$ cat src/rtl/vpts_pkg.sv
`timescale 1ns / 1ps

package vpts_pkg;

   localparam int unsigned VALUE_W = 64;
   localparam int unsigned CHAR_W  = 7;
   localparam int unsigned BYTE_W  = 8;
   localparam int unsigned POS_W   = 3;

   localparam logic CMD_NUMBER = 1'b0;
   localparam logic CMD_CHAR   = 1'b1;

   localparam logic [BYTE_W-1:0] VARINT_MORE = 8'h80;
   localparam logic [CHAR_W-1:0] CHAR_MASK   = 7'h7F;
   localparam logic [POS_W-1:0]  POS_LAST    = 3'h7;

   typedef enum logic [1:0] {
      ST_IDLE,
      ST_NUMBER,
      ST_CHAR_EMIT,
      ST_CHAR_FLUSH
   } state_type;

   typedef struct packed {
      logic               emit;
      logic [BYTE_W-1:0]  emit_byte;
      logic               flush;
      logic [BYTE_W-1:0]  pend_next;
      logic [POS_W-1:0]   pos_next;
   } pack_res_type;

endpackage

$ cat src/rtl/vpts_pack.sv
`timescale 1ns / 1ps

module vpts_pack (
   input  logic [vpts_pkg::CHAR_W-1:0] char_code,
   input  logic                        last_char,
   input  logic [vpts_pkg::POS_W-1:0]  pos,
   input  logic [vpts_pkg::BYTE_W-1:0] pend,
   output vpts_pkg::pack_res_type      res
);

   logic [vpts_pkg::BYTE_W-1:0]   hi_part;
   logic [vpts_pkg::BYTE_W-1:0]   lo_byte;
   logic [vpts_pkg::POS_W-1:0]    pos_adv;
   logic [vpts_pkg::CHAR_W-1:0]   c;

   assign c       = char_code & vpts_pkg::CHAR_MASK;
   assign hi_part = {1'b0, c} >> (vpts_pkg::POS_LAST - pos);
   assign lo_byte = {c, 1'b0} << pos;
   assign pos_adv = pos + 3'd1;

   always_comb begin
      res.emit      = (pos != '0);
      res.emit_byte = pend | hi_part;
      res.flush     = last_char && (pos_adv != '0);
      res.pend_next = last_char ? '0 : lo_byte;
      res.pos_next  = last_char ? '0 : pos_adv;
   end

endmodule

$ cat src/rtl/varint_and_packed_text_serializer.sv
`timescale 1ns / 1ps
// number item: 1 to ceil(NUMBER_WIDTH/7) bytes, one per cycle unless the output stalls,
//   7 bits each from the number shift register; input stalled until its last byte is registered
// character item: 0, 1 or 2 bytes from the packing unit
// results leave through a registered output stage, loaded from the sequencer state entered on accept
// synchronous active-high reset clears the sequencer, pack position, pending bits and rsp_valid

module varint_and_packed_text_serializer #(
   parameter int unsigned NUMBER_WIDTH = 64
) (
   input  logic                         clock,
   input  logic                         reset,
   input  logic                         req_valid,
   output logic                         req_stall,
   input  logic                         req_cmd,
   input  logic [vpts_pkg::VALUE_W-1:0] req_value,
   input  logic                         req_last_char,
   output logic                         rsp_valid,
   input  logic                         rsp_stall,
   output logic [vpts_pkg::BYTE_W-1:0]  rsp_out_byte,
   output logic                         rsp_run_end
);

   vpts_pkg::state_type state_ff, state_in;

   logic [NUMBER_WIDTH-1:0]         num_ff, num_in;
   logic [NUMBER_WIDTH-1:0]         num_rest;
   logic                            num_more;
   logic [vpts_pkg::POS_W-1:0]      pos_ff, pos_in;
   logic [vpts_pkg::BYTE_W-1:0]     pend_ff, pend_in;
   logic [vpts_pkg::BYTE_W-1:0]     char_byte_ff, char_byte_in;
   logic [vpts_pkg::BYTE_W-1:0]     flush_byte_ff, flush_byte_in;
   logic                            flush_ff, flush_in;
   logic                            rsp_valid_ff, rsp_valid_in;
   logic [vpts_pkg::BYTE_W-1:0]     rsp_byte_ff, rsp_byte_in;
   logic                            rsp_end_ff, rsp_end_in;

   logic                            req_take;
   logic                            out_free;
   logic                            out_load;
   logic [vpts_pkg::BYTE_W-1:0]     out_byte;
   logic                            out_end;
   vpts_pkg::pack_res_type          pack_res;

   vpts_pack u_pack (
      .char_code (req_value[vpts_pkg::CHAR_W-1:0]),
      .last_char (req_last_char),
      .pos       (pos_ff),
      .pend      (pend_ff),
      .res       (pack_res)
   );

   assign req_stall = (state_ff != vpts_pkg::ST_IDLE);
   assign req_take  = req_valid && (state_ff == vpts_pkg::ST_IDLE);
   assign out_free  = !rsp_valid_ff || !rsp_stall;
   assign num_rest  = num_ff >> 7;
   assign num_more  = (num_rest != '0);

   // next state
   always_comb begin
      state_in = state_ff;
      unique case (state_ff)
         vpts_pkg::ST_IDLE: begin
            if (req_take) begin
               if (req_cmd == vpts_pkg::CMD_NUMBER) begin
                  state_in = vpts_pkg::ST_NUMBER;
               end else if (pack_res.emit) begin
                  state_in = vpts_pkg::ST_CHAR_EMIT;
               end else if (pack_res.flush) begin
                  state_in = vpts_pkg::ST_CHAR_FLUSH;
               end
            end
         end
         vpts_pkg::ST_NUMBER: begin
            if (out_free && !num_more) begin
               state_in = vpts_pkg::ST_IDLE;
            end
         end
         vpts_pkg::ST_CHAR_EMIT: begin
            if (out_free) begin
               state_in = flush_ff ? vpts_pkg::ST_CHAR_FLUSH : vpts_pkg::ST_IDLE;
            end
         end
         vpts_pkg::ST_CHAR_FLUSH: begin
            if (out_free) begin
               state_in = vpts_pkg::ST_IDLE;
            end
         end
         default: state_in = vpts_pkg::ST_IDLE;
      endcase
   end

   // sequencer outputs
   always_comb begin
      out_load = 1'b0;
      out_byte = '0;
      out_end  = 1'b0;
      unique case (state_ff)
         vpts_pkg::ST_NUMBER: begin
            out_load = out_free;
            out_byte = {1'b0, num_ff[vpts_pkg::CHAR_W-1:0]}
                     | (num_more ? vpts_pkg::VARINT_MORE : 8'h00);
            out_end  = !num_more;
         end
         vpts_pkg::ST_CHAR_EMIT: begin
            out_load = out_free;
            out_byte = char_byte_ff;
            out_end  = !flush_ff;
         end
         vpts_pkg::ST_CHAR_FLUSH: begin
            out_load = out_free;
            out_byte = flush_byte_ff;
            out_end  = 1'b1;
         end
         default: begin
            out_load = 1'b0;
         end
      endcase
   end

   // datapath next values
   always_comb begin
      num_in        = num_ff;
      pos_in        = pos_ff;
      pend_in       = pend_ff;
      char_byte_in  = char_byte_ff;
      flush_byte_in = flush_byte_ff;
      flush_in      = flush_ff;
      if (req_take) begin
         if (req_cmd == vpts_pkg::CMD_NUMBER) begin
            num_in  = req_value[NUMBER_WIDTH-1:0];
            pos_in  = '0;
            pend_in = '0;
         end else begin
            char_byte_in  = pack_res.emit_byte;
            flush_in      = pack_res.flush;
            flush_byte_in = 8'({req_value[vpts_pkg::CHAR_W-1:0], 1'b0} << pos_ff);
            pos_in        = pack_res.pos_next;
            pend_in       = pack_res.pend_next;
         end
      end else if ((state_ff == vpts_pkg::ST_NUMBER) && out_free) begin
         num_in = num_rest;
      end
   end

   always_comb begin
      rsp_valid_in = rsp_valid_ff;
      rsp_byte_in  = rsp_byte_ff;
      rsp_end_in   = rsp_end_ff;
      if (out_load) begin
         rsp_valid_in = 1'b1;
         rsp_byte_in  = out_byte;
         rsp_end_in   = out_end;
      end else if (!rsp_stall) begin
         rsp_valid_in = 1'b0;
      end
   end

   always_ff @(posedge clock) begin
      if (reset) begin
         state_ff     <= vpts_pkg::ST_IDLE;
         pos_ff       <= '0;
         pend_ff      <= '0;
         rsp_valid_ff <= 1'b0;
      end else begin
         state_ff     <= state_in;
         pos_ff       <= pos_in;
         pend_ff      <= pend_in;
         rsp_valid_ff <= rsp_valid_in;
      end
   end

   always_ff @(posedge clock) begin
      num_ff        <= num_in;
      char_byte_ff  <= char_byte_in;
      flush_byte_ff <= flush_byte_in;
      flush_ff      <= flush_in;
      rsp_byte_ff   <= rsp_byte_in;
      rsp_end_ff    <= rsp_end_in;
   end

   assign rsp_valid    = rsp_valid_ff;
   assign rsp_out_byte = rsp_byte_ff;
   assign rsp_run_end  = rsp_end_ff;

endmodule
$ cat config.mk
export PLATFORM = sky130hd
export DESIGN_NAME = varint_and_packed_text_serializer
export DESIGN_NICKNAME = d
export VERILOG_FILES = /design/src/rtl/vpts_pkg.sv /design/src/rtl/vpts_pack.sv /design/src/rtl/varint_and_packed_text_serializer.sv
export SDC_FILE = /design/constraint.sdc
export NUM_CORES = 1
export LEC_CHECK = 0
export BUFFER_PORTS_ARGS = -buffer_cell sky130_fd_sc_hd__buf_2
export CORE_MARGIN = 10
export CORE_UTILIZATION = 50
export CTS_CLUSTER_DIAMETER = 40
export CTS_CLUSTER_SIZE = 12
export DETAILED_ROUTE_END_ITERATION = 6
export GPL_TIMING_DRIVEN = 0
export HOLD_SLACK_MARGIN = 0.02
export PLACE_DENSITY = 0.72
export SYNTH_ARGS = -nofsm -noshare
export SYNTH_HDL_FRONTEND = slang
export SYNTH_SLANG_ARGS = --single-unit
$ cat constraint.sdc
create_clock -name clock -period 5.59 [get_ports clock]
set_clock_uncertainty 0.1 [all_clocks]
set_input_delay 0.559 -clock clock [delete_from_list [all_inputs] [get_ports clock]]
set_output_delay 0.559 -clock clock [all_outputs]
set_load 0.02 [all_outputs]
==> Word-level counts from Yosys, hierarchy flattened <==
Cells that the tools add are included.
{ "word_totals": {"register_bits": 104, "in_bits": 70, "out_inout_bits": 11, "word_cells": 67} }
{ "classes": {"add_sub_neg": 2, "eq_ne": 10, "n_shift": 2, "n_mux": 22, "n_bitwise": 2, "n_reduce_logical": 19} }
{ "ops": {"columns": ["cell", "n"], "rows": [
  ["2-to-1 mux 64 bit", 3],
  ["nonzero test 64 bit", 1],
  ["2-to-1 mux 8 bit", 3],
  ["one-hot mux 8 bit (3 select lines)", 1],
  ["2-to-1 mux 2 bit", 8],
  ["!= test 2 bit (second input constant)", 5],
  ["bitwise OR 7 x 8 -> 8 bit", 1],
  ["bitwise OR 8 bit", 1],
  ["one-hot mux 2 bit (4 select lines)", 1],
  ["<< shifter 8 x 3 -> 8 bit", 1],
  [">> shifter 7 x 3 -> 8 bit", 1],
  ["2-to-1 mux 3 bit", 2],
  ["nonzero test 3 bit", 2],
  ["AND reduction 5 bit", 1],
  ["== test 2 bit (second input constant)", 2],
  ["logical AND 1 bit", 4],
  ["zero test 1 bit", 4],
  ["!= test 4 bit (second input constant)", 1],
  ["AND reduction 2 bit", 2],
  ["nonzero test 2 bit", 2],
  ["adder 3 x 1 -> 3 bit (second input constant)", 1],
  ["2-to-1 mux 1 bit", 3],
  ["one-hot mux 1 bit (3 select lines)", 1],
  ["OR reduction 3 bit", 1],
  ["other kinds (5)", 5]
]} }

==> Depth between registers and ports, before layout <==
Gate-level depths: netlist of the first run.
{ "depth": {"depth_word": 8, "mapped_depth": 8, "mapped_depth_nobuf": 6} }

==> Cells and area by module <==
A second synthesis of the first run with hierarchy kept.
{ "unflattened": {"hier_cells": 506, "area_unflattened_um2": 5056.1} }
{ "modules_own_cells": {"columns": ["module", "instances", "cells_each", "area_per_inst_um2", "seq_area_each_um2"], "rows": [
  ["varint_and_packed_text_serializer", 1, 434, 4518.1, 2952.8],
  ["vpts_pack", 1, 72, 538.0, 0.0]
]} }

==> Worst setup path after synthesis of the first run <==
OpenSTA, ideal clock, no wires.
{ "synth_path": {"kind": "input to register", "startpoint": "input port rsp_stall", "endpoint": "register num_ff[0], enable pin", "setup_ps": 486, "arrival_time_ps": 3392, "required_ps": 5004, "setup_slack_ps": 1612, "cell_stages": 3, "n_path_buf": 0, "path_cell_list": "nand2_1 -> a22oi_1 -> nor2_1"} }
{ "synth_between": {"elab_chain_cells": 5} }
{ "synth_lines": {"columns": ["element", "line", "text"], "rows": [
  ["from (decl)", "varint_and_packed_text_serializer.sv:19", "input logic rsp_stall,"],
  ["zero test 1 bit", null, null],
  ["logical OR 1 bit", "varint_and_packed_text_serializer.sv:55", "assign out_free = !rsp_valid_ff || !rsp_stall;"],
  ["logical AND 1 bit", "varint_and_packed_text_serializer.sv:141", "end else if ((state_ff == vpts_pkg::ST_NUMBER) && out_free) begin"],
  ["nonzero test 2 bit (no source line)", null, null],
  ["AND reduction 2 bit (no source line)", null, null],
  ["to (signal assigned)", "varint_and_packed_text_serializer.sv:174", "num_ff <= num_in;"],
  ["to (decl)", "varint_and_packed_text_serializer.sv:26", "logic [NUMBER_WIDTH-1:0] num_ff, num_in;"]
]} }
Every way passes these cells.
A chain may end at the register's enable or synchronous reset.

==> Worst setup path after layout of the first run <==
{ "layout_path": {"startpoint": "register state_ff[0]", "endpoint": "register flush_byte_ff[1] (netlist bit), enable pin"} }
{ "layout_between": {"elab_chain_cells": 3} }
{ "layout_lines": {"columns": ["element", "line", "text"], "rows": [
  ["from (decl)", "varint_and_packed_text_serializer.sv:24", "vpts_pkg::state_type state_ff, state_in;"],
  ["from (signal assigned)", "varint_and_packed_text_serializer.sv:161", "state_ff <= vpts_pkg::ST_IDLE;"],
  ["from (signal assigned)", "varint_and_packed_text_serializer.sv:166", "state_ff <= state_in;"],
  ["zero test 2 bit", "varint_and_packed_text_serializer.sv:54", "assign req_take = req_valid && (state_ff == vpts_pkg::ST_IDLE);"],
  ["logical AND 1 bit", "varint_and_packed_text_serializer.sv:54", null],
  ["AND reduction 2 bit (no source line)", null, null],
  ["to (signal assigned)", "varint_and_packed_text_serializer.sv:176", "flush_byte_ff <= flush_byte_in;"],
  ["to (decl)", "varint_and_packed_text_serializer.sv:32", "logic [vpts_pkg::BYTE_W-1:0] flush_byte_ff, flush_byte_in;"]
]} }
Every way passes these cells.

==> flow_metrics.tcl, run 1 <==
set metrics [dict create \
    status "complete, no violations" \
    final_cell_mix "184 x nand2_1, 89 x buf_2, 89 x edfxtp_1" \
    slew_violations 0 \
    place.gp.congestion 0.887 \
    worstPathCellList "buf_2 > or3b_4 > buf_6 > clkbuf_1 > nor2_2" \
    finalPower_mw 2.74 \
    worst_pin_slew_ps 803 \
    cellLeakagePower_nw 2.33 \
    ctsResizeCount 0 \
    die_y_um 117 \
    antenna_cells 0 \
    h-tree-depth 3 \
    use_met1_pct 21.0 \
    antenna_found_initial 0 \
    min_period_over_period_pct 44.0 \
    timing.final.ws_setup_ps 3130 \
    grt_pass1_vias 3481 \
    async_flop_share_pct 0 \
    clock_latency_ps 370 \
    dp_hpwl_um 8000 \
    dr.pass1.iters 5 \
    cts_tree "built" \
    die_x_um 117 \
    met2_usage_pct 25.9 \
    cp.arrival_ps 2350 \
    synth-main-ff-cell "edfxtp_1" \
    grt-ovfl-total 0 \
    rsz0062_at_grt "false" \
    groute.usage.overall_pct 16.3 \
    drtIter0Drc 278 \
    initial_core_util_pct 51.1 \
    utilization_pct 59.5 \
    cp_slowest_stage_delay_ps 670 \
    ant_nets 0 \
    fillerInstances 768 \
    syn_area_per_cell_um2 10.6 \
    clkTransAtPathRegs_ps 110 \
    core-area_um2 9150 \
    critPathCaptureType "flip-flop" \
    met3_usage_pct 4.21 \
    slew-limit-headroom_pct 46.4 \
    yosysSeqAreaShare_pct 62.7 \
    cts_root_buf "clkbuf_8" \
    post-route-drc-count 0 \
    timing_worst_setup_path_type "reg2reg" \
    hold_class "in2reg" \
    ys_ff_latch 102 \
    num_io_pins 81 \
    grt_max_degree 33 \
    netlist_instances 443 \
    drive_gt1_share_pct 22.4 \
    setup-tns-final_ps 0 \
    rows 35 \
    synthToLayoutAreaGrowth_pct 16.4 \
    numCtsBuffers 9 \
    fmax_mhz 407 \
    cp.required_ps 5490 \
    synth_area_um2 4680 \
    cts_buffer_depth 2 \
    cts_num_sinks 102 \
    ir_drop_mv 0.275 \
    path_max_fanout 16 \
    mappedNetlistNets 516 \
    cts_setup_buffers 0 \
    synth_cell_types 47 \
    regArea_um2 2930 \
    path_buf_inv 3 \
    grt_pass1_wl_um 17200 \
    fp.dieArea_um2 13600 \
    wl_per_cell_um 16.3 \
    setup_viol 0 \
    power_density_nw_per_um2 504 \
    synthTopCellsByArea "edfxtp_1 57%, nand2_1 15%, dfxtp_1 5.6%, mux2i_1 2.6%, nor4_1 1.9%" \
    yosysWarnings 0 \
    vias 3502 \
    portBuffers 80 \
    cap_violations 0 \
    fin_nets 609 \
    synth_edf_count 89 \
    vias_per_cell 5.37 \
    multiInputGateArea_um2 1600 \
    critPathSlowestCell "nor2_2" \
    drt_wl_total_um 10600 \
    critPathLaunchType "flip-flop" \
    grt_busiest_layer "met2" \
    yosys.area.top_type "edfxtp_1" \
    final-hold-violation-count 0 \
    post-place-ws_ps 2410 \
    cpLargestDelayFamily "simple AND/OR/NAND/NOR gates" \
    synth_top_area_share_pct 57.2 \
    fin_crit_ps 2460 \
    layout_commonest_cell "nand2_1" \
    postCtsHoldBufs 0 \
]
-- final timing paths --
kind                                    start          endpoint  slack, ps  depth (start not counted)
worst max register to register    state_ff[0]  flush_byte_ff[1]       3130                          5
worst min register to register     pend_ff[1]        pend_ff[1]        360                          2
worst max-delay path              state_ff[0]  flush_byte_ff[1]       3130                          5
worst min-delay path            req_value[25]        num_ff[25]        340                          3
-- registers in the layout (all words and copies together) (netlist names), 2 cells and up --
name	flops
char_byte_ff	8
flush_byte_ff	7
num_ff	64
pend_ff	7
pos_ff	3
rsp_out_byte	8
state_ff	2
-- report_power, final --
group / internal (mW) / switching [mW]
combinational: 0.298 / 0.574
sequential: 1.29 / 0.149
clock: 0.167 / 0.266
total: 1.76 / 0.989
-- area by class of cell --
| cell class | count | share of cell area [%] |
|---|---|---|
| flip-flops and latches | 102 | 53.9 |
| multi-input cells | 306 | 29.3 |
| plain buffers | 24 | 2.14 |
| repair buffers | 82 | 8.09 |
| inverters | 11 | 0.758 |
| clock buffers | 9 | 2.28 |
| well taps | 111 | 2.55 |
| clock inverters | 7 | 1.01 |
-- stage by stage --
step                std cells  hold WS (ps)  area (um2)
floorplan                 443           309        4680
global placement          634           339        5220
detailed placement        636           348        5260
CTS                       652           327        5440
global route              652           341        5440
finish                    652           337        5440
-- cells in the mapped netlist, types with 2 or more instances --
cell,number
buf_2,9
o311ai_1,2
mux2_1,2
a22oi_1,4
o41ai_1,2
nor2b_1,2
mux4_2,3
nor3_2,2
mux2i_1,12
a21o_1,2
nor4_1,14
clkbuf_1,12
o21ai_0,8
ha_1,3
nand4_1,3
a32o_1,3
nand2_1,184
nor3_1,4
and2_1,3
nand3_1,6
o21ai_1,2
inv_1,9
and3_1,8
dfxtp_1,13
a21oi_1,7
nor2_1,13
buf_6,2
edfxtp_1,89
nand2b_1,2
-- cell families after synthesis --
family / after synthesis / share of synthesized area [%]
adder cells (fa/ha/maj): 3 / 0.803
AO/OA/AOI/OAI: 39 / 5.94
AND/OR/NAND/NOR: 246 / 22.4
flip-flops: 102 / 62.7
buffers and inverters: 35 / 3.37
multiplexers: 18 / 4.74
-- tightest hold or removal path: stages --
cell and delay, ps:
buf_2 70, nand2_1 40, nand2_1 40
-- per-layer routing --
layer  vias up  wire, um
met1      1626      4590
met4         0       188
met2       124      5060
met5         -         0
li1       1734         -
met3        18       804
Note: power is estimated with default switching activity, not from simulation.
==> run 2, diff against run 1 <==
--- a/config.mk
+++ b/config.mk
@@ -13,7 +13,7 @@
 export DETAILED_ROUTE_END_ITERATION = 6
 export GPL_TIMING_DRIVEN = 0
 export HOLD_SLACK_MARGIN = 0.02
-export PLACE_DENSITY = 0.72
+export PLACE_DENSITY = 0.75
 export SYNTH_ARGS = -nofsm -noshare
 export SYNTH_HDL_FRONTEND = slang
 export SYNTH_SLANG_ARGS = --single-unit
==> constraint.sdc (replaced) <==
create_clock -name clock -period 2.05 [get_ports clock]
set_clock_uncertainty 0.1 [all_clocks]
set_input_delay 0.205 -clock clock [delete_from_list [all_inputs] [get_ports clock]]
set_output_delay 0.205 -clock clock [all_outputs]
set_load 0.02 [all_outputs]
==> run 2 against run 1 <==
Net effect:
- critical path depth decreased by 1
- die area unchanged
- sequential share of layout area decreased by 5.3 points
- maximum frequency up 20%
- routed wire length is 11% higher
- flip-flop and latch count unchanged
- utilization up 6.5 points
- clock power rose to 2.9 times the previous value
- combinational power rose to 2.9 times the previous value
- sequential power rose to 2.8 times the previous value
- largest cell class unchanged
- register-to-register slack got worse by 3100 ps
==> flow_metrics.tcl, run 2 (same netlist as run 1, synthesis figures left out) <==
set metrics [dict create \
    slew_violations 0 \
    cap_violations 0 \
    clock_latency_ps 380 \
    setup_viol 0 \
    final-hold-violation-count 0 \
    groute.usage.overall_pct 17.7 \
    grt_max_degree 36 \
    dp.cells 636 \
    rsz0062_at_grt "true" \
    num_io_pins 81 \
    place.gp.congestion 0.890 \
    hold_class "in2reg" \
    ir_drop_mv 0.680 \
    synthToLayoutAreaGrowth_pct 29.2 \
    status "complete, no violations" \
    fin_nets 657 \
    numCtsBuffers 9 \
    grt_pass1_wl_um 18700 \
    layout_commonest_cell "nand2_1" \
    path_max_fanout 3 \
    whs_ps 50.7 \
    fin_crit_ps 2050 \
    final_cell_mix "184 x nand2_1, 89 x edfxtp_1, 86 x buf_2" \
    h-tree-depth 3 \
    dr.pass1.iters 4 \
    dp_hpwl_um 8090 \
    slew-limit-headroom_pct 54.2 \
    rows 35 \
    cts_tree "built" \
    drt_wl_total_um 11800 \
    worst_pin_slew_ps 684 \
    largest_reg_flops 64 \
    drive_gt1_share_pct 21.7 \
    grt_pass1_vias 3813 \
    cts_buffer_depth 2 \
    ant_nets 0 \
    grt-ovfl-total 0 \
    cts_num_sinks 102 \
    wl_per_cell_um 16.8 \
    fmax_mhz 489 \
    fin_cells 701 \
    portBuffers 80 \
    die_x_um 117 \
    cp.required_ps 2060 \
    power_density_nw_per_um2 1290 \
    cp.arrival_ps 2060 \
    drtIter0Drc 299 \
    vias_per_cell 5.37 \
    cellLeakagePower_nw 2.59 \
    initial_core_util_pct 51.1 \
    fillerInstances 664 \
    min_period_over_period_pct 99.8 \
    largest_register "num_ff" \
    die_y_um 117 \
    critPathLaunchType "flip-flop" \
    fp.dieArea_um2 13600 \
    vias 3761 \
    post-route-drc-count 0 \
    timing_worst_setup_path_type "reg2reg" \
    cts_root_buf "clkbuf_8" \
    critPathCaptureType "flip-flop" \
    core-area_um2 9150 \
    antenna_found_initial 0 \
    clkTransAtPathRegs_ps 110 \
]
[run 2: where the power goes]
part	switching [mW]	internal [mW]	total [mW]
Clock	0.771	0.479	1.25
Sequential	0.444	3.52	3.97
Combinational	1.63	0.938	2.57
Total	2.85	4.94	7.79
[run 2: timing repair]
| action | in CTS | in global routing |
|---|---|---|
| buffers inserted | 1 | 0 |
| hold endpoints to repair | 49 | 0 |
| setup endpoints to repair | 20 | 44 |
| cloned | 0 | 0 |
| hold buffers | 49 | 0 |
| resized for setup | 2 | 6 |
| pin swaps | 2 | 1 |
[run 2: layout make-up]
| type | count | area, um2 | share of cell area, % |
|---|---|---|---|
| diodes | 1 | 2.50 | 0.0414 |
| repair buffers | 132 | 951 | 15.7 |
| multi-input cells | 306 | 1650 | 27.3 |
| clock inverters | 7 | 73.8 | 1.22 |
| inverters | 11 | 41.3 | 0.683 |
| plain buffers | 22 | 128 | 2.11 |
| well taps | 111 | 139 | 2.30 |
| flip-flops and latches | 102 | 2930 | 48.6 |
| clock buffers | 9 | 124 | 2.05 |
[run 2: worst paths after layout]
path | endpoint | startpoint | slack, ps | cells past startpoint
max | rsp_out_byte[7] | num_ff[11] | 5 | 4
min | num_ff[59] | req_value[59] | 50 | 2
max reg2reg | rsp_out_byte[7] | num_ff[11] | 5 | 4
min reg2reg | char_byte_ff[7] | pend_ff[7] | 360 | 0
[run 2: routing by layer]
| layer | vias up | GRT usage, % | part of all wire [%] |
|---|---|---|---|
| li1 | 1837 | - | - |
| met2 | 144 | 29.7 | 50 |
| met4 | 0 | 7.33 | 2.1 |
| met1 | 1759 | 21.3 | 41 |
| met5 | - | 0 | 0 |
| met3 | 21 | 4.52 | 6.6 |
[run 2: critical path: stages, from the launching register on]
cell and delay, ps:
edfxtp_1 460, nor4_2 360, nand4_1 220, o41ai_4 510, o21ai_0 130
[run 2: stage by stage]
stage	util, %	TNS (ps)	power (mW)	setup WS [ps]	instance area [um2]
detailed placement	57.9	-3010	6.43	-304	5300
floorplan	-	-812	5.53	-12.7	4720
CTS	65.8	0	7.76	0.331	6020
global route	66.0	-43.1	8.26	-32.4	6040
global placement	57.4	-24300	6.24	-353	5260
finish	66.0	0	7.79	4.55	6040
